===== config.mk =====
export PLATFORM = sky130hd
export DESIGN_NAME = bmnp_front
export DESIGN_NICKNAME = d
export VERILOG_FILES = /design/src/rtl/bump_map_normal_perturb_core_macros.svh /design/src/rtl/bmnp_pkg.sv /design/src/rtl/bmnp_front.sv
export SDC_FILE = /design/constraint.sdc
export NUM_CORES = 1
export LEC_CHECK = 0
export BUFFER_PORTS_ARGS = -buffer_cell sky130_fd_sc_hd__buf_2
export CAP_MARGIN = 0
export CORE_ASPECT_RATIO = 0.6
export CORE_UTILIZATION = 40
export CTS_BUF_LIST = sky130_fd_sc_hd__clkbuf_4 sky130_fd_sc_hd__clkbuf_8
export CTS_CLUSTER_DIAMETER = 30
export DETAILED_ROUTE_END_ITERATION = 8
export SYNTH_ARGS = -nofsm -noshare
export SYNTH_HDL_FRONTEND = slang
export SYNTH_SLANG_ARGS = --single-unit

===== constraint.sdc =====
create_clock -name clk -period 15.91 [get_ports clk]
set_input_delay 1.591 -clock clk [delete_from_list [all_inputs] [get_ports clk]]
set_output_delay 1.591 -clock clk [all_outputs]
set_load 0.02 [all_outputs]

===== src/rtl/bump_map_normal_perturb_core_macros.svh =====
// ---------------------------------------------------------------------------
// Assertion macros for the bump map normal perturbation core
// Implication checks, empty when SYNTH is defined.
// ---------------------------------------------------------------------------
`ifndef BUMP_MAP_NORMAL_PERTURB_CORE_MACROS_SVH
`define BUMP_MAP_NORMAL_PERTURB_CORE_MACROS_SVH
`ifndef SYNTH
`define BMNP_ASSERT_IMP(lbl, ck, rs, ante, cons) \
  lbl: assert property (@(posedge ck) disable iff (rs) (ante) |-> (cons)) \
    else $error("bmnp assertion failed");
`define BMNP_ASSERT_NXT(lbl, ck, rs, ante, cons) \
  lbl: assert property (@(posedge ck) disable iff (rs) (ante) |=> (cons)) \
    else $error("bmnp assertion failed");
`else
`define BMNP_ASSERT_IMP(lbl, ck, rs, ante, cons)
`define BMNP_ASSERT_NXT(lbl, ck, rs, ante, cons)
`endif
`endif


===== src/rtl/bmnp_pkg.sv =====
// ---------------------------------------------------------------------------
// bmnp_pkg
// Shared types and constants of the bump map normal perturbation core.
// ---------------------------------------------------------------------------
package bmnp_pkg;

  localparam int DEF_MAX_WIDTH  = 256;
  localparam int DEF_MAX_HEIGHT = 256;

  // size compare width, enough for the largest map dimension
  localparam int SZW = 13;
  // queue address width, enough for the largest map
  localparam int AMW = 24;

  localparam logic [1:0] CFG_MAP_WIDTH  = 2'd0;
  localparam logic [1:0] CFG_MAP_HEIGHT = 2'd1;
  localparam logic [1:0] CFG_BUMP_GAIN  = 2'd2;

  localparam logic [8:0] RST_MAP_WIDTH  = 9'd256;
  localparam logic [8:0] RST_MAP_HEIGHT = 9'd256;
  localparam logic [7:0] RST_BUMP_GAIN  = 8'd20;

  localparam logic CMD_LOAD  = 1'b0;
  localparam logic CMD_QUERY = 1'b1;

  localparam logic [1:0] ST_OK      = 2'd0;
  localparam logic [1:0] ST_NZ_ZERO = 2'd1;
  localparam logic [1:0] ST_DEGEN   = 2'd2;

  typedef logic signed [34:0] vec_t;
  typedef logic signed [15:0] q14_t;

  typedef struct packed {
    logic [8:0] map_width;
    logic [8:0] map_height;
    logic [7:0] bump_gain;
  } cfg_t;

  // one queued item; a load uses ad0 as its write address
  typedef struct packed {
    logic           cmd;
    logic           ld_ok;
    logic [7:0]     red;
    q14_t           nx;
    q14_t           ny;
    q14_t           nz;
    logic           nz0;
    logic [AMW-1:0] ad0;
    logic [AMW-1:0] ad1;
    logic [AMW-1:0] ad2;
  } qent_t;

  typedef struct packed {
    logic start;
    vec_t v0;
    vec_t v1;
    vec_t v2;
  } unit_req_t;

  typedef struct packed {
    logic done;
    logic ok;
    q14_t u0;
    q14_t u1;
    q14_t u2;
  } unit_rsp_t;

endpackage


===== src/rtl/bmnp_front.sv =====
// ---------------------------------------------------------------------------
// bmnp_front
// Accepts beats, scales and clamps coordinates, forms texel addresses.
// ---------------------------------------------------------------------------
module bmnp_front #(
  parameter int MAX_WIDTH  = bmnp_pkg::DEF_MAX_WIDTH,
  parameter int MAX_HEIGHT = bmnp_pkg::DEF_MAX_HEIGHT
) (
  input  logic                  clk,
  input  logic                  rst,
  input  bmnp_pkg::cfg_t        cfg,
  input  logic                  in_valid,
  output logic                  in_ready,
  input  logic                  in_cmd,
  input  logic [7:0]            in_tx,
  input  logic [7:0]            in_ty,
  input  logic [7:0]            in_red,
  input  logic signed [15:0]    in_nx,
  input  logic signed [15:0]    in_ny,
  input  logic signed [15:0]    in_nz,
  input  logic signed [17:0]    in_u,
  input  logic signed [17:0]    in_v,
  output logic                  push,
  input  logic                  push_ready,
  output bmnp_pkg::qent_t       push_ent
);
  import bmnp_pkg::*;

  localparam int AW = $clog2(MAX_WIDTH * MAX_HEIGHT);

  logic              vld;
  logic              cmd;
  logic [7:0]        tx, ty, red;
  q14_t              nx, ny, nz;
  logic signed [31:0] pu, pv;
  logic [SZW-1:0]    w, h;

  logic [SZW-1:0] w_in, h_in;
  logic [SZW-1:0] x, y, x1, y1, kx, ky;

  always_comb begin
    if (cfg.map_width == 9'd0) w_in = SZW'(1);
    else if (SZW'(cfg.map_width) > SZW'(MAX_WIDTH)) w_in = SZW'(MAX_WIDTH);
    else w_in = SZW'(cfg.map_width);
    if (cfg.map_height == 9'd0) h_in = SZW'(1);
    else if (SZW'(cfg.map_height) > SZW'(MAX_HEIGHT)) h_in = SZW'(MAX_HEIGHT);
    else h_in = SZW'(cfg.map_height);
  end

  assign in_ready = !vld || push_ready;

  always_ff @(posedge clk) begin
    if (rst) begin
      vld <= 1'b0;
    end else if (in_valid && in_ready) begin
      vld <= 1'b1;
    end else if (push_ready) begin
      vld <= 1'b0;
    end
    if (in_valid && in_ready) begin
      cmd <= in_cmd;
      tx  <= in_tx;
      ty  <= in_ty;
      red <= in_red;
      nx  <= in_nx;
      ny  <= in_ny;
      nz  <= in_nz;
      pu  <= in_u * $signed({1'b0, w_in});
      pv  <= in_v * $signed({1'b0, h_in});
      w   <= w_in;
      h   <= h_in;
    end
  end

  // floor(c*size/2^16) clamped to [0, size-1]
  always_comb begin
    kx = pu[SZW+15:16];
    ky = pv[SZW+15:16];
    if (pu < 0) x = '0;
    else if (pu[31:SZW+16] != '0 || kx > w - SZW'(1)) x = w - SZW'(1);
    else x = kx;
    if (pv < 0) y = '0;
    else if (pv[31:SZW+16] != '0 || ky > h - SZW'(1)) y = h - SZW'(1);
    else y = ky;
    x1 = (x + SZW'(1) < w) ? x + SZW'(1) : w - SZW'(1);
    y1 = (y + SZW'(1) < h) ? y + SZW'(1) : h - SZW'(1);
  end

  always_comb begin
    push = vld;
    push_ent.cmd   = cmd;
    push_ent.ld_ok = (SZW'(tx) < SZW'(MAX_WIDTH)) && (SZW'(ty) < SZW'(MAX_HEIGHT));
    push_ent.red   = red;
    push_ent.nx    = nx;
    push_ent.ny    = ny;
    push_ent.nz    = nz;
    push_ent.nz0   = (nz == 16'sd0);
    if (cmd == CMD_LOAD) begin
      push_ent.ad0 = AMW'(AW'(ty) * AW'(MAX_WIDTH) + AW'(tx));
    end else begin
      push_ent.ad0 = AMW'(AW'(y) * AW'(MAX_WIDTH) + AW'(x));
    end
    push_ent.ad1 = AMW'(AW'(y) * AW'(MAX_WIDTH) + AW'(x1));
    push_ent.ad2 = AMW'(AW'(y1) * AW'(MAX_WIDTH) + AW'(x));
  end

endmodule


Word level (Yosys, flattened, before mapping)
Cells that the tools add are included.
{"block": "classes", "addsub": 8, "multipliers": 2, "order_cmp": 8, "muxes": 13, "reduce_logical": 11}
{"operator": "13-bit two-way mux", "count": 6}
{"operator": "21-bit by 13-bit adder with 22-bit output", "count": 3}
{"operator": "32-bit by 1-bit less-than comparator with 1-bit output (second input constant)", "count": 2}
{"operator": "18-bit by 10-bit multiplier with 28-bit output", "count": 2}
{"operator": "9-bit two-way mux", "count": 4}
{"operator": "13-bit by 1-bit adder with 13-bit output (second input constant)", "count": 2}
{"operator": "13-bit greater-than comparator", "count": 2}
{"operator": "13-bit less-than comparator", "count": 2}
{"operator": "13-bit by 1-bit subtractor with 13-bit output (second input constant)", "count": 2}
{"operator": "22-bit two-way mux", "count": 1}
{"operator": "9-bit greater-than comparator (second input constant)", "count": 2}
{"operator": "9-bit logical NOT", "count": 2}
{"operator": "16-bit by 8-bit adder with 17-bit output", "count": 1}
{"operator": "16-bit logical NOT", "count": 1}
{"operator": "3-bit nonzero test", "count": 2}
{"operator": "1-bit logical OR", "count": 3}
{"operator": "1-bit two-way mux", "count": 2}
{"operator": "2-bit nonzero test", "count": 1}
{"operator": "1-bit logical AND", "count": 1}
{"operator": "1-bit logical NOT", "count": 1}
{"block": "totals", "ff_bits": 164, "inputBits": 139, "out_inout_bits": 133}

Longest topological paths before layout
{"block": "logic_depth", "depth_word": 9, "mapped_depth": 39, "ltp_nobuf": 37}

Least setup slack after synthesis
OpenSTA, ideal clock, no wires.
{"block": "synth_timing", "path_type": "register to output", "start": "register h[2]", "end": "output push_ent[16] (netlist name)", "arrival_time_ns": 7.815, "t_required_ns": 14.319, "slack_ns": 6.504, "path_stages_with_launch": 38, "n_path_buf": 3, "cell_sequence": "edfxtp_1 > nor3_1 > and4_1 > clkbuf_1 > inv_1 > ha_1 > and4_1 > and3_1 > and3_1 > a21oi_1 > clkbuf_1 > nor2_1 > a211oi_1 > ha_1 > o2111a_1 > nand3_1 > nor2_1 > xor2_1 > [... 2 more ...] > o21ai_0 > nand2b_1 > a21oi_1 > o21ai_1 > nor4_4 > buf_6 > mux2i_1 > ha_1 > inv_1 > fa_1 > inv_1 > a21oi_1 > o21bai_1 > a21oi_1 > nor2_1 > xnor2_1 > nor2_1 > a21oi_1"}
{"item": "start: declaration", "line": "bmnp_front.sv:36", "rtl": "logic [SZW-1:0] w, h;"}
{"item": "start signal: assignment", "line": "bmnp_front.sv:71", "rtl": "h <= h_in;"}
{"item": "end: declaration", "line": "bmnp_front.sv:25", "rtl": "output bmnp_pkg::qent_t push_ent"}

==> key figures <==
Placement
  – Buffers on Ports: roughly 260
  – Routability cong.: a little under 0.9
  – Area post-placement: around 21,000 um2
  – Hpwl dp: 39,800 um

Clock tree
  – CTS max path bufs: 2
  – Num CTS Buffers: 17
  – Clock latency on the worst-skew pair: between 0.4 and 0.5 ns
  – CTS Hold Bufs: 0
  – CTS root buffer: clkbuf_8
  – # clock sinks: 120
  – Setup bufs post-CTS: 0
  – H-Tree Depth: 4
  – TritonCTS clock tree: yes
  – Cts repair resizes: 0
  – Reg clk slew, reported paths: roughly 0.070 ns

Final layout
  – Filler cell count: approximately 4,500
  – Multi-input gate area: around 14,000 um2
  – Reg area: around 3600 um2
  – Core Util, Final: 0.459
  – # nets final: roughly 2,900
  – Share of cells above drive strength 1: 0.153
  – Area delta synth->final: 12.2%
  – Post-route cell area: between 20,000 and 25,000 um2

Timing
  – Hold WS: 0.513 ns
  – Fmax: 86.5 MHz
  – # setup viols final: 0
  – Worst Max-Slew Pin Slew: 1.15 ns
  – Clock skew: around 0.01 ns
  – RSZ-0062 raised after global routing: no
  – Slew Viols, Final: 0
  – Hold Violations, Final: 0
  – Setup TNS: 0 ns
  – Final Cycle Share: 0.726
  – Max_slew headroom: 0.236
  – Final worst path period need: between 10 and 15 ns

Floorplan
  – I/O pins: around 270
  – Initial Util: 0.409
  – Full die area: 48,800 um2
  – Core box area: about 47,000 um2
  – # rows: 61
  – Die width: between 200 and 300 um
  – Die height: around 170 um

Setup path
  – Critical Path RT: between 10 and 15 ns
  – Most frequent CP cell: a21oi_1
  – Crit. End Element: output port
  – CP startpoint kind: flop
  – CP Max Fanout: 18
  – Worst path max stage delay: 1.00 ns
  – CP arrival: 9.97 ns
  – Critical-path top delay cell: nor4_4
  – Setup CP Type: reg2out

GRT
  – Largest net degree at the start of global routing: between 80 and 90
  – Global-route wire length before repair: between 70,000 and 80,000 um
  – Initial antenna violation count: 2
  – Total track usage: 0.204
  – Vias in the first global route: ~15,000
  – Remaining global-route overflow: 0

Run status
  – Outcome: complete, no violations

Routing
  – Total Routed Length: slightly below 50,000 um
  – DR WL/cell: roughly 17 um
  – Uppermost layer routed: met4
  – M1 WL: 23,800 um
  – Met3 Wirelength: between 2000 and 3000 um
  – Vias per inst: 5.03
  – Met2 wire length: ~22,000 um
  – DRT Pass-1 Iters: 6
  – Post-route ant nets: 0
  – Via count: 14,500
  – Post-route DRC: 0
  – DR iter-0 viols: between 1,000 and 1,500

Logic synthesis
  – Top_reg_cell synth: edfxtp_1
  – Sequential share of the synthesized area: 0.188
  – Number of synthesized flops with an enable pin: ~120
  – Synth top area share: 0.287
  – Async S/R FF share, synth: 0
  – Yosys cell types: 73
  – Mean post-synth cell area: around 9.5 um2
  – Synth Instances: about 2,000
  – Ys Warns: 0
  – Post-synthesis sequential element count: between 100 and 150
  – Post-synth top area cell: fa_1
  – Dominant cells by area after synthesis: fa_1, edfxtp_1, ha_1
  – Post-Syn Area: ~19,000 um2

Power
  – Maximum VDD drop: slightly above 0.08 mV
  – Clock Power Share: 0.116
  – Reg power frac: 0.192
  – Sw Share: 0.485
  – LEAKAGE: roughly 11 nW
  – Internal: 0.00138 W
  – Combinational power share: 0.692
  – Pwr Density: approximately 120 nW/um2
  – Net Sw Power: around 0.0013 W
  – Pwr Total: around 0.0027 W

Min path
  – Worst Hold Class: reg2reg

Flow run
  – Max Cap Violations: 0
## cells in the final DEF, fill, tap and decap left out, drive strengths merged, types with 13 or more instances in the layout
| cell type | Yosys | routed |
|---|---|---|
| nand2 | 218 | 218 |
| nor3 | 20 | 20 |
| fa | 275 | 275 |
| buf | 36 | 275 |
| nor2 | 73 | 73 |
| mux2i | 24 | 24 |
| mux2 | 18 | 18 |
| ha | 202 | 202 |
| nor2b | 31 | 31 |
| nor4 | 14 | 14 |
| a21o | 23 | 23 |
| and2 | 143 | 143 |
| xnor2 | 63 | 63 |
| clkbuf | 47 | 25 |
| xor2 | 16 | 16 |
| o21ai | 39 | 39 |
| a21oi | 51 | 51 |
| inv | 425 | 425 |
| edfxtp | 119 | 119 |
| and3 | 20 | 20 |
| a211oi | 13 | 13 |
| nand3 | 25 | 25 |
## cells by family after synthesis
group                      synth area share
muxes                                0.0233
adders and majority gates             0.419
AOI/OAI and AO/OA                    0.0714
and+or+nand+nor                       0.158
buffers and inverters                 0.102
xor gates and xnor gates             0.0385
other                              0.000392
DFF                                   0.188
## layout make-up
cell class,count,area share
Clock inverter,7,0.00542
Timing Repair Buffer,275,0.0663
Antenna cell,3,0.000349
Multi-Input combinational cell,1397,0.635
Clock buffer,25,0.0151
Inverter,425,0.0742
Tap cell,630,0.0367
Sequential cell,120,0.167
## Yosys cell counts, drive strengths merged, types with 5 or more instances
| master | count |
|---|---|
| buf | 36 |
| o211a | 6 |
| xor2 | 16 |
| nand4 | 6 |
| or4 | 6 |
| a21o | 23 |
| nand2 | 218 |
| o21bai | 5 |
| o211ai | 10 |
| xnor2 | 63 |
| clkbuf | 47 |
| nand2b | 7 |
| nor2b | 31 |
| o21a | 10 |
| mux2 | 18 |
| o21ai | 39 |
| ha | 202 |
| and4 | 10 |
| a21oi | 51 |
| fa | 275 |
| a211oi | 13 |
| nor2 | 73 |
| nand3 | 25 |
| nor4 | 14 |
| edfxtp | 119 |
| or3 | 7 |
| inv | 425 |
| nor3 | 20 |
| and2 | 143 |
| and3 | 20 |
| mux2i | 24 |
| a31oi | 7 |
## worst max-delay path: cells and delay by family, from the launching register on
kind,cells,cell delay (ns)
adder cells (fa/ha/maj),5,1.57
multiplexers,1,0.29
buffers and inverters,4,0.57
XOR/XNOR,3,0.92
AO/OA/AOI/OAI,11,2.40
AND/OR/NAND/NOR,11,3.24
flip-flops,1,0.49
## stage by stage
step	worst slack, ns	instances
after CTS	4.55	2879
after detailed placement	5.13	2847
after global routing	3.69	2881
after floorplan	6.50	2025
final	4.35	2882
after global placement	5.29	2847
## final timing paths
check	startpoint	end	slack (ns)	cells past startpoint
setup reg to reg	push$_SDFFE_PP0P_	ny[1]$_DFFE_PP_	13.66	3
hold reg to reg	push$_SDFFE_PP0P_	push$_SDFFE_PP0P_	0.51	2
setup / recovery	h[2]$_DFFE_PP_	push_ent[16]	4.35	35
hold / removal	push$_SDFFE_PP0P_	push$_SDFFE_PP0P_	0.51	2
## state kept, by name (all words and copies together), names as in the netlist
| signal | cells |
|---|---|
| nx | 16 |
| ny | 16 |
| nz | 16 |
| pu | 16 |
| pv | 12 |
| h | 9 |
| w | 9 |
| red | 8 |
| tx | 8 |
| ty | 8 |
| cmd | 1 |
| push | 1 |
## metal layers
| layer | up-vias | track usage |
|---|---|---|
| li1 | 6830 | - |
| met1 | 7231 | 0.308 |
| met2 | 391 | 0.307 |
| met3 | 40 | 0.0286 |
| met4 | 0 | 0.0432 |
| met5 | - | 0 |
## power groups by stage
stage,registers (W),logic (W),clock network (W)
6_report,0.000515,0.00186,0.000310
3_5_place_dp,0.000518,0.00185,0
2_1_floorplan,0.000495,0.00136,0
4_1_cts,0.000512,0.00187,0.000316
3_3_place_gp,0.000519,0.00180,0
5_1_grt,0.000521,0.00209,0.000327
No activity file was read; power rests on OpenSTA's default activity.
