$ cat config.mk
export PLATFORM = sky130hd
export DESIGN_NAME = bmnp_fifo
export DESIGN_NICKNAME = d
export VERILOG_FILES = /design/src/rtl/bump_map_normal_perturb_core_macros.svh /design/src/rtl/bmnp_fifo.sv
export SDC_FILE = /design/constraint.sdc
export NUM_CORES = 1
export LEC_CHECK = 0
export ABC_AREA = 0
export BUFFER_PORTS_ARGS = -buffer_cell sky130_fd_sc_hd__buf_2
export CAP_MARGIN = 25
export CORE_UTILIZATION = 59
export DETAILED_ROUTE_END_ITERATION = 8
export GPL_TIMING_DRIVEN = 1
export MAX_ROUTING_LAYER = met4
export PLACE_DENSITY_LB_ADDON = 0.12
export SETUP_SLACK_MARGIN = 0.02
export SLEW_MARGIN = 25
export SYNTH_ARGS = -nofsm -noshare
export SYNTH_HDL_FRONTEND = slang
export SYNTH_SLANG_ARGS = --single-unit
$ cat constraint.sdc
create_clock -name clk -period 4.5 [get_ports clk]
set_input_delay 0.45 -clock clk [delete_from_list [all_inputs] [get_ports clk]]
set_output_delay 0.45 -clock clk [all_outputs]
set_load 0.01 [all_outputs]
$ cat src/rtl/bump_map_normal_perturb_core_macros.svh
// ---------------------------------------------------------------------------
// Assertion macros for the bump map normal perturbation core
// Implication checks, empty when SYNTH is defined.
// ---------------------------------------------------------------------------
`ifndef BUMP_MAP_NORMAL_PERTURB_CORE_MACROS_SVH
`define BUMP_MAP_NORMAL_PERTURB_CORE_MACROS_SVH
`ifndef SYNTH
`define BMNP_ASSERT_IMP(lbl, ck, rs, ante, cons) \
  lbl: assert property (@(posedge ck) disable iff (rs) (ante) |-> (cons)) \
    else $error("bmnp assertion failed");
`define BMNP_ASSERT_NXT(lbl, ck, rs, ante, cons) \
  lbl: assert property (@(posedge ck) disable iff (rs) (ante) |=> (cons)) \
    else $error("bmnp assertion failed");
`else
`define BMNP_ASSERT_IMP(lbl, ck, rs, ante, cons)
`define BMNP_ASSERT_NXT(lbl, ck, rs, ante, cons)
`endif
`endif

$ cat src/rtl/bmnp_fifo.sv
// ---------------------------------------------------------------------------
// bmnp_fifo
// Short queue between front and back.
// ---------------------------------------------------------------------------
module bmnp_fifo #(
  parameter int WIDTH = 8,
  parameter int DEPTH = 4
) (
  input  logic             clk,
  input  logic             rst,
  input  logic             push,
  output logic             push_ready,
  input  logic [WIDTH-1:0] push_data,
  input  logic             pop,
  output logic             empty,
  output logic [WIDTH-1:0] head
);
  localparam int PW = $clog2(DEPTH);

  logic [WIDTH-1:0] slots [DEPTH];
  logic [PW-1:0]    wp, rp;
  logic [PW:0]      count;
  logic             do_push, do_pop;

  assign push_ready = (count != (PW+1)'(DEPTH));
  assign empty      = (count == '0);
  assign head       = slots[rp];
  assign do_push    = push && push_ready;
  assign do_pop     = pop && !empty;

  always_ff @(posedge clk) begin
    if (rst) begin
      wp    <= '0;
      rp    <= '0;
      count <= '0;
    end else begin
      if (do_push) wp <= (wp == PW'(DEPTH-1)) ? '0 : wp + PW'(1);
      if (do_pop)  rp <= (rp == PW'(DEPTH-1)) ? '0 : rp + PW'(1);
      count <= count + (PW+1)'(do_push) - (PW+1)'(do_pop);
    end
    if (do_push) slots[wp] <= push_data;
  end

endmodule

== Word level (Yosys, flattened, before mapping) ==
Memories as Yosys holds them, arrays and structs flattened. A register that Yosys moved wholly into a read port is not among the register bits.
Index checks and enable logic that the tools add are counted.

* Memories kept: 1
* Logic and storage cells: 21
* Bits of input ports: 12
* Register bits after elaboration: 7
* Bits in writable memories: 32

{| class="wikitable"
|+ Memory list
! memory !! words !! width !! read ports !! clocked after memory_dff !! wr ports !! RTL line !! source
|-
| slots || 4 || 8 || 1 || 1 || 1 || bmnp_fifo.sv:20 || <nowiki>logic [WIDTH-1:0] slots [DEPTH];</nowiki>
|}

* Reduce and logical (&&, ||, !) cells: 4
* Equal/unequal tests: 3
* Add/sub/neg operators: 4
* Muxes and demuxes: 6

{| class="wikitable"
|+ Operators by type and width
! cell !! number
|-
| two-way mux 2 bit || 4
|-
| adder 2 x 1 -> 2 bit, second input constant || 2
|-
| == test 2 bit, second input constant || 2
|-
| adder 3 x 1 -> 3 bit || 1
|-
| zero test 3 bit || 1
|-
| inequality test 3 bit, second input constant || 1
|-
| subtractor 3 x 1 -> 3 bit || 1
|-
| logical AND 1 bit || 2
|-
| two-way mux 1 bit || 2
|-
| zero test 1 bit || 1
|}

== Depth between registers and ports, before layout ==
Gate-level depths: netlist of the first run.

* Depth after elaboration: 5
* Mapped depth: 11
* Depth with buffers taken out: 10

== Worst setup path after synthesis of the first run ==
OpenSTA, ideal clock, no wires.

* Kind: register to register
* Start point: reg count[1]
* End point: reg count[2]
* Stages on the path, launching flop included: 12
* Setup time: 78 ps
* Slack: 2268 ps
* Period minus slack after synthesis: 2232 ps
* Data required time: 4422 ps
* Data arrival time: 2154 ps
* Cell sequence: dfxtp_1 > or3b_1 > buf_6 > nand2_2 > ha_1 > inv_1 > ha_1 > inv_1 > fa_1 > xor2_1 > and2_1 > nor3_1

* Cells in the longest elaborated chain, start to end: 4
* Elaborated cells between the ends (all ways): 7
* Classes of those cells: 2 x add/sub; 1 x eq/ne; 4 x reduce/logical

{| class="wikitable"
|+ Ends and longest elaborated chain
! element !! RTL line !! source
|-
| start, declared || bmnp_fifo.sv:22 || <nowiki>logic [PW:0] count;</nowiki>
|-
| start signal, assigned || bmnp_fifo.sv:39 || <nowiki>count <= count + (PW+1)'(do_push) - (PW+1)'(do_pop);</nowiki>
|-
| inequality test 3 bit || bmnp_fifo.sv:25 || <nowiki>assign push_ready = (count != (PW+1)'(DEPTH));</nowiki>
|-
| via push_ready || bmnp_fifo.sv:12 || <nowiki>output logic push_ready,</nowiki>
|-
| logical AND 1 bit || bmnp_fifo.sv:28 || <nowiki>assign do_push = push && push_ready;</nowiki>
|-
| adder 3 x 1 -> 3 bit || bmnp_fifo.sv:39 ||
|-
| subtractor 3 x 1 -> 3 bit || bmnp_fifo.sv:39 ||
|}

The timed path passes the listed nets, and every way through them passes these cells.
A chain may end at the register's enable or synchronous reset.

== Worst setup path after layout of the first run ==
* Start point: reg count[2]
* End point: reg count[2]

* Cells in the longest elaborated chain, start to end: 4
* Elaborated cells between the ends (all ways): 7
* Classes of those cells: 2 x add/sub; 1 x eq/ne; 4 x reduce/logical

{| class="wikitable"
|+ Ends and longest elaborated chain
! element !! RTL line
|-
| inequality test 3 bit / zero test 3 bit (equally long branches) || bmnp_fifo.sv:25, bmnp_fifo.sv:26
|-
| logical AND 1 bit / zero test 1 bit (equally long branches) || bmnp_fifo.sv:28, bmnp_fifo.sv:29
|-
| adder 3 x 1 -> 3 bit / logical AND 1 bit (equally long branches) || bmnp_fifo.sv:39, bmnp_fifo.sv:29
|-
| subtractor 3 x 1 -> 3 bit (*) || bmnp_fifo.sv:39
|}

Every way passes the cells marked *; elsewhere a longest branch is shown, timed or not.

==> results of run 1 <==
logic make-up (layout without fill, tap and decap cells):
logic type	after synthesis	count (layout)	synth area share, %
adder cells (fa/ha/maj)	8	8	6.58
buffers and inverters	9	34	2.60
AND/OR/NAND/NOR	18	18	6.43
flip-flops	41	41	69.8
XOR/XNOR	1	1	0.536
multiplexers	10	10	12.2
AO/OA/AOI/OAI	4	4	1.84
routing by layer:
layer	wire length, um	global-route usage, %	up-vias
met4	70	13.2	0
li1	-	-	393
met1	877	19.0	389
met5	0	-	-
met2	1200	32.5	30
met3	135	5.83	10
sequential cells by signal (all words and copies together) (netlist names), named ones only:
register,cells
count,3
rp,2
slots,32
wp,2
final cells by class:
| cell class | count | area, sq um |
|---|---|---|
| Sequential cell | 41 | 1140 |
| Clock buffer | 7 | 65.1 |
| Multi-Input combinational cell | 41 | 452 |
| Fill cell | 170 | 721 |
| Inverter | 5 | 18.8 |
| Clock inverter | 1 | 5.00 |
| Timing Repair Buffer | 21 | 105 |
| Tap cell | 30 | 37.5 |
metrics by stage:
stage	instance area, sq um	std cells	total power, uW
2_1_floorplan	1640	91	686
3_3_place_gp	1750	138	748
3_5_place_dp	1750	138	760
4_1_cts	1820	146	956
5_1_grt	1820	146	1010
6_report	1820	146	944
where the power goes:
part / internal (uW) / leakage (uW) / switching [uW]
combinational: 123 / 0.000288 / 113
clock: 90.6 / 0.0000413 / 106
sequential: 468 / 0.000367 / 43.9
total: 681 / 0.000697 / 263
worst paths after layout:
check	end	slack, ps	cells after the start
setup / recovery	count[2]	2100	10
setup reg to reg	count[2]	2100	10
hold / removal	slots[1][3]	330	1
hold reg to reg	rp[0]	510	2
placed cells by master (no fill, tap or decap):
cell | Yosys | layout
o21ai_2 | 1 | 1
buf_2 | 1 | 21
or3_1 | 2 | 2
clkbuf_4 | 0 | 5
clkbuf_8 | 0 | 2
and3_2 | 2 | 2
nand2_2 | 1 | 1
nor2b_1 | 1 | 1
inv_1 | 5 | 5
nor2_1 | 3 | 3
and3_1 | 2 | 2
fa_1 | 1 | 1
clkinv_2 | 0 | 1
xor2_1 | 1 | 1
and2_1 | 1 | 1
or3b_1 | 1 | 1
a21oi_1 | 1 | 1
a211o_1 | 1 | 1
mux4_2 | 8 | 8
edfxtp_1 | 32 | 32
nand2b_1 | 2 | 2
o31ai_1 | 1 | 1
mux2i_1 | 2 | 2
ha_1 | 7 | 7
dfxtp_1 | 9 | 9
nor3_1 | 2 | 2
nand2_1 | 1 | 1
==> out/metrics.yaml, run 1 <==
clock_sinks: 41
cts_setup_buffers: 0
yosysWarnings: 0
max_freq_ghz: 0.416
synth_seq_cells: 41
gp_congestion: 0.648
netlist_instances: 91
critPathSlowestCell: "or3b_1"
crit_type: "register to register"
maxSlewViolCount: 0
dr.pass1.iters: 4
netlist.area_leader.share_pct: 58.8
dpl.hpwl_um: 1580
remaining_drc_errors: 0
drt_iter0_drc: 21
cap_violations: 0
grt_pass1_vias: 839
path_buf_inv: 2
holdBufCountCts: 0
clockBufferDepth: 2
cp-end-kind: "register"
numPortBuffers: 21
period_needed_ps: 2400
cp_max_fo: 7
layout-drive-gt1-share_pct: 35.3
power.density_nw_per_um2: 517
synth_common_cells: "edfxtp_1 (32), dfxtp_1 (9), mux4_2 (8)"
cts_tree: "done"
setup_tns_ps: 0
diodes: 0
synthDistinctLibCells: 27
peakVddDrop_mv: 0.413
synth_largest_area_cell: "edfxtp_1"
cts_resized: 0
grt_overflow: 0
area_growth_pct: 11.6
clockRootBuffer: "clkbuf_4"
final_util_pct: 71.7
worstHoldPathType: "input pin to register"
grt_max_degree: 13
required_ps: 4760
grt_setup_unrepaired: "no"
synth.avg_cell_area_sq_um: 18.0
startpoint: "count[2]"
synth-main-ff-cell: "edfxtp_1"
wl_per_cell_um: 15.6
ant_nets: 0
num_vias: 822
vias_per_cell: 5.63
h-tree-depth: 2
hold_path.startpoint: "push_data[3]"
dp_slack_ps: 2110
finalSetupViolCount: 0
r2r_start: "count[2]"
die_h_um: 54.6
whs_ps: 326
arrival_ps: 2670
synthesis.nets: 111
post-synth-top-count-cell: "edfxtp_1"
clk_latency_ps: 340
worst_setup_path_start_kind: "register"
io_pins: 22
grt_pass1_wl_um: 3550
cts_inserted_buffers: 5
fp.dieW_um: 54.6
antenna_found_initial: 0
seq_area_frac_synth_pct: 69.8
worst_slack_ps: 2100
hold_viol_final: 0
rows: 18
synth-edff-count: 32
core-area_sq_um: 2540
syn_area_sq_um: 1640
timing.final.crit_share_pct: 53.4
track_usage_pct: 19.4
outcome: "completed"
synth.area.top_cells: "edfxtp_1 (59%), dfxtp_1 (11%), mux4_2 (11%)"
fin_nets: 135
clkTransAtPathRegs_ps: 110
fin_skew_ps: 6.17
ys_async_sr_fraction_pct: 0
drt-total-wl_um: 2280
start_util_pct: 64.3
p_leak_uw: 0.000697
worst_pin_slew_ps: 523
slew_headroom_pct: 65.1
crit_path_max_incr_delay_ps: 490
crit_family: "simple AND/OR/NAND/NOR gates"
design.die.area_sq_um: 2990
path_cells: "or3b_1 -> nand2_2 -> ha_1 -> inv_1 -> ha_1 -> inv_1 -> fa_1 -> xor2_1 -> and2_1 -> nor3_1"
Power figures use the tool's default switching activity.
==> run 2: changes to the inputs <==
- CORE_UTILIZATION: 59 -> 50
- clock period: 4.5 -> 2.2 ns (I/O delays scaled with it)
==> run 2 against run 1 <==
Net effect: sequential share of layout area is 2.5 points lower; cell count is 14% higher; die area is 17% higher; power is 110% higher; first-iteration DRC count is 19% lower; sequential cell count stayed put; global-route usage is 1.8 points lower; maximum frequency is 12% higher; sequential power is 110% higher; register-to-register slack worse by 2000 ps; cell area is 4.7% higher; clock-buffer cell count stayed put; largest cell class unchanged; highest routed layer unchanged.
==> out/metrics.yaml, run 2 (same netlist as run 1, synthesis figures left out) <==
outcome: "completed"  # unchanged
antenna_found_initial: 0  # unchanged
final_common_cell: "edfxtp_1"  # unchanged
cp-end-kind: "register"  # unchanged
fp.dieW_um: 59.2  # was 54.6 um
crit_path_max_incr_delay_ps: 410  # was 490 ps
die_h_um: 59.2  # was 54.6 um
clk_latency_ps: 350  # was 340 ps
cts_tree: "done"  # unchanged
clkTransAtPathRegs_ps: 110  # about the same
worst_pin_slew_ps: 539  # was 523 ps
h-tree-depth: 2  # unchanged
grt_overflow: 0  # unchanged
required_ps: 2470  # was 4760 ps
remaining_drc_errors: 0  # unchanged
final_cells: 167  # was 146
clock_sinks: 41  # unchanged
core-area_sq_um: 3080  # was 2540 sq um
cts_inserted_buffers: 5  # unchanged
io_pins: 22  # unchanged
clockBufferDepth: 2  # unchanged
layout_common_cells: "edfxtp_1 (32), buf_2 (21), mux4_2 (8)"  # was edfxtp_1 (32), buf_2 (21), dfxtp_1 (9)
start_util_pct: 53.1  # was 64.3%
drt_iter0_drc: 17  # was 21
grt_pass1_wl_um: 3930  # was 3550 um
max_freq_ghz: 0.467  # was 0.416 GHz
crit_type: "register to register"  # unchanged
maxSlewViolCount: 0  # unchanged
drt-total-wl_um: 2480  # was 2280 um
p_leak_uw: 0.000735  # was 0.000697 uW
track_usage_pct: 17.6  # was 19.4%
wl_per_cell_um: 14.9  # was 15.6 um
finalSetupViolCount: 0  # unchanged
timing.final.crit_share_pct: 97.4  # was 53.4%
worstHoldPathType: "input pin to register"  # unchanged
fin_skew_ps: 5.58  # was 6.17 ps
num_vias: 848  # was 822
grt_max_degree: 13  # unchanged
worst_setup_path_start_kind: "register"  # unchanged
design.die.area_sq_um: 3500  # was 2990 sq um
path_buf_inv: 2  # unchanged
grt_pass1_vias: 876  # was 839
rows: 20  # was 18
numPortBuffers: 21  # unchanged
path_cells: "or3b_4 -> nand2_4 -> ha_1 -> inv_1 -> ha_1 -> inv_1 -> fa_2 -> xor2_1 -> and2_1 -> nor3_1"  # was or3b_1 -> nand2_2 -> ha_1 -> inv_1 -> ha_1 -> inv_1 -> fa_1 -> xor2_1 -> and2_1 -> nor3_1
slew_headroom_pct: 64.0  # was 65.1%
largestRegisters: "slots (32), count (3)"  # unchanged
critPathSlowestCell: "or3b_4"  # was or3b_1
grt_setup_unrepaired: "yes"  # was no
dpl.hpwl_um: 1700  # was 1580 um
period_needed_ps: 2140  # was 2400 ps
power_uw: 2020  # was 944 uW
hold_viol_final: 0  # unchanged
crit_family: "simple AND/OR/NAND/NOR gates"  # unchanged
place_inst: 154  # was 138
largest_reg_flops: 32  # unchanged
vias_per_cell: 5.08  # was 5.63
layout-drive-gt1-share_pct: 43.1  # was 35.3%
peakVddDrop_mv: 0.607  # was 0.413 mV
holdBufCountCts: 0  # unchanged
fin_nets: 142  # was 135
cap_violations: 0  # unchanged
cp_max_fo: 5  # was 7
power.density_nw_per_um2: 1060  # was 517 nW/um^2
largest_register: "slots"  # unchanged
arrival_ps: 2420  # was 2670 ps
clockRootBuffer: "clkbuf_4"  # unchanged
area_growth_pct: 16.8  # was 11.6%
diodes: 0  # unchanged
ant_nets: 0  # unchanged
setup_tns_ps: 0  # unchanged
gp_congestion: 0.641  # was 0.648
dr.pass1.iters: 2  # was 4
run 2: worst reg2reg max path, delay by kind of cell, from the launching register on:
family | cells | cell delay (ps)
simple gates | 4 | 750
fa+ha+maj | 3 | 690
flops | 1 | 370
xor+xnor | 1 | 160
buf+inv | 2 | 110
run 2: layout make-up:
type | count | area [sq um]
repair buffers | 28 | 158
flip-flops and latches | 41 | 1150
multi-input cells | 41 | 462
fillers | 240 | 1170
clock inverters | 1 | 5.00
well taps | 44 | 55.1
clock buffers | 7 | 65.1
inverters | 5 | 18.8
run 2: worst paths after layout:
path | to | start | slack, ps | cells after the start
setup / recovery | count[2] | count[1] | 60 | 10
hold / removal | slots[0][1] | push_data[1] | 80 | 1
setup reg to reg | count[2] | count[1] | 60 | 10
hold reg to reg | register | rp[0] | 530 | 2
run 2: power breakdown:
group / total (uW) / switching [uW] / leakage (uW) / internal [uW]
Sequential: 1050 / 85.8 / 0.000368 / 962
Clock: 415 / 230 / 0.0000413 / 185
Combinational: 558 / 253 / 0.000325 / 305
run 2: metal layers:
metal / vias up / routed length (um) / GRT usage [%]
met1: 414 / 1000 / 17.2
met5: - / 0 / -
met3: 8 / 120 / 6.77
li1: 407 / - / -
met2: 19 / 1300 / 29.5
met4: 0 / 60 / 10.2
run 2: what timing repair did:
item                       in CTS  in global routing
pin swaps                       1                  1
cloned                          0                  0
setup endpoints to repair       1                  1
setup buffers                   2                  3
resized for setup               2                  2
run 2: per-stage QoR:
| stage | instance area (sq um) | hold slack (ps) | util [%] | setup slack, ps |
|---|---|---|---|---|
| final | 1910 | 80.8 | 62.1 | 57.0 |
| after detailed placement | 1790 | 446 | 58.3 | -18.3 |
| after floorplan | 1640 | 319 | - | 20.3 |
| after global routing | 1910 | 68.3 | 62.1 | -52.3 |
| after global placement | 1790 | 432 | 58.3 | 50.1 |
| after CTS | 1880 | 62.4 | 61.2 | 23.9 |
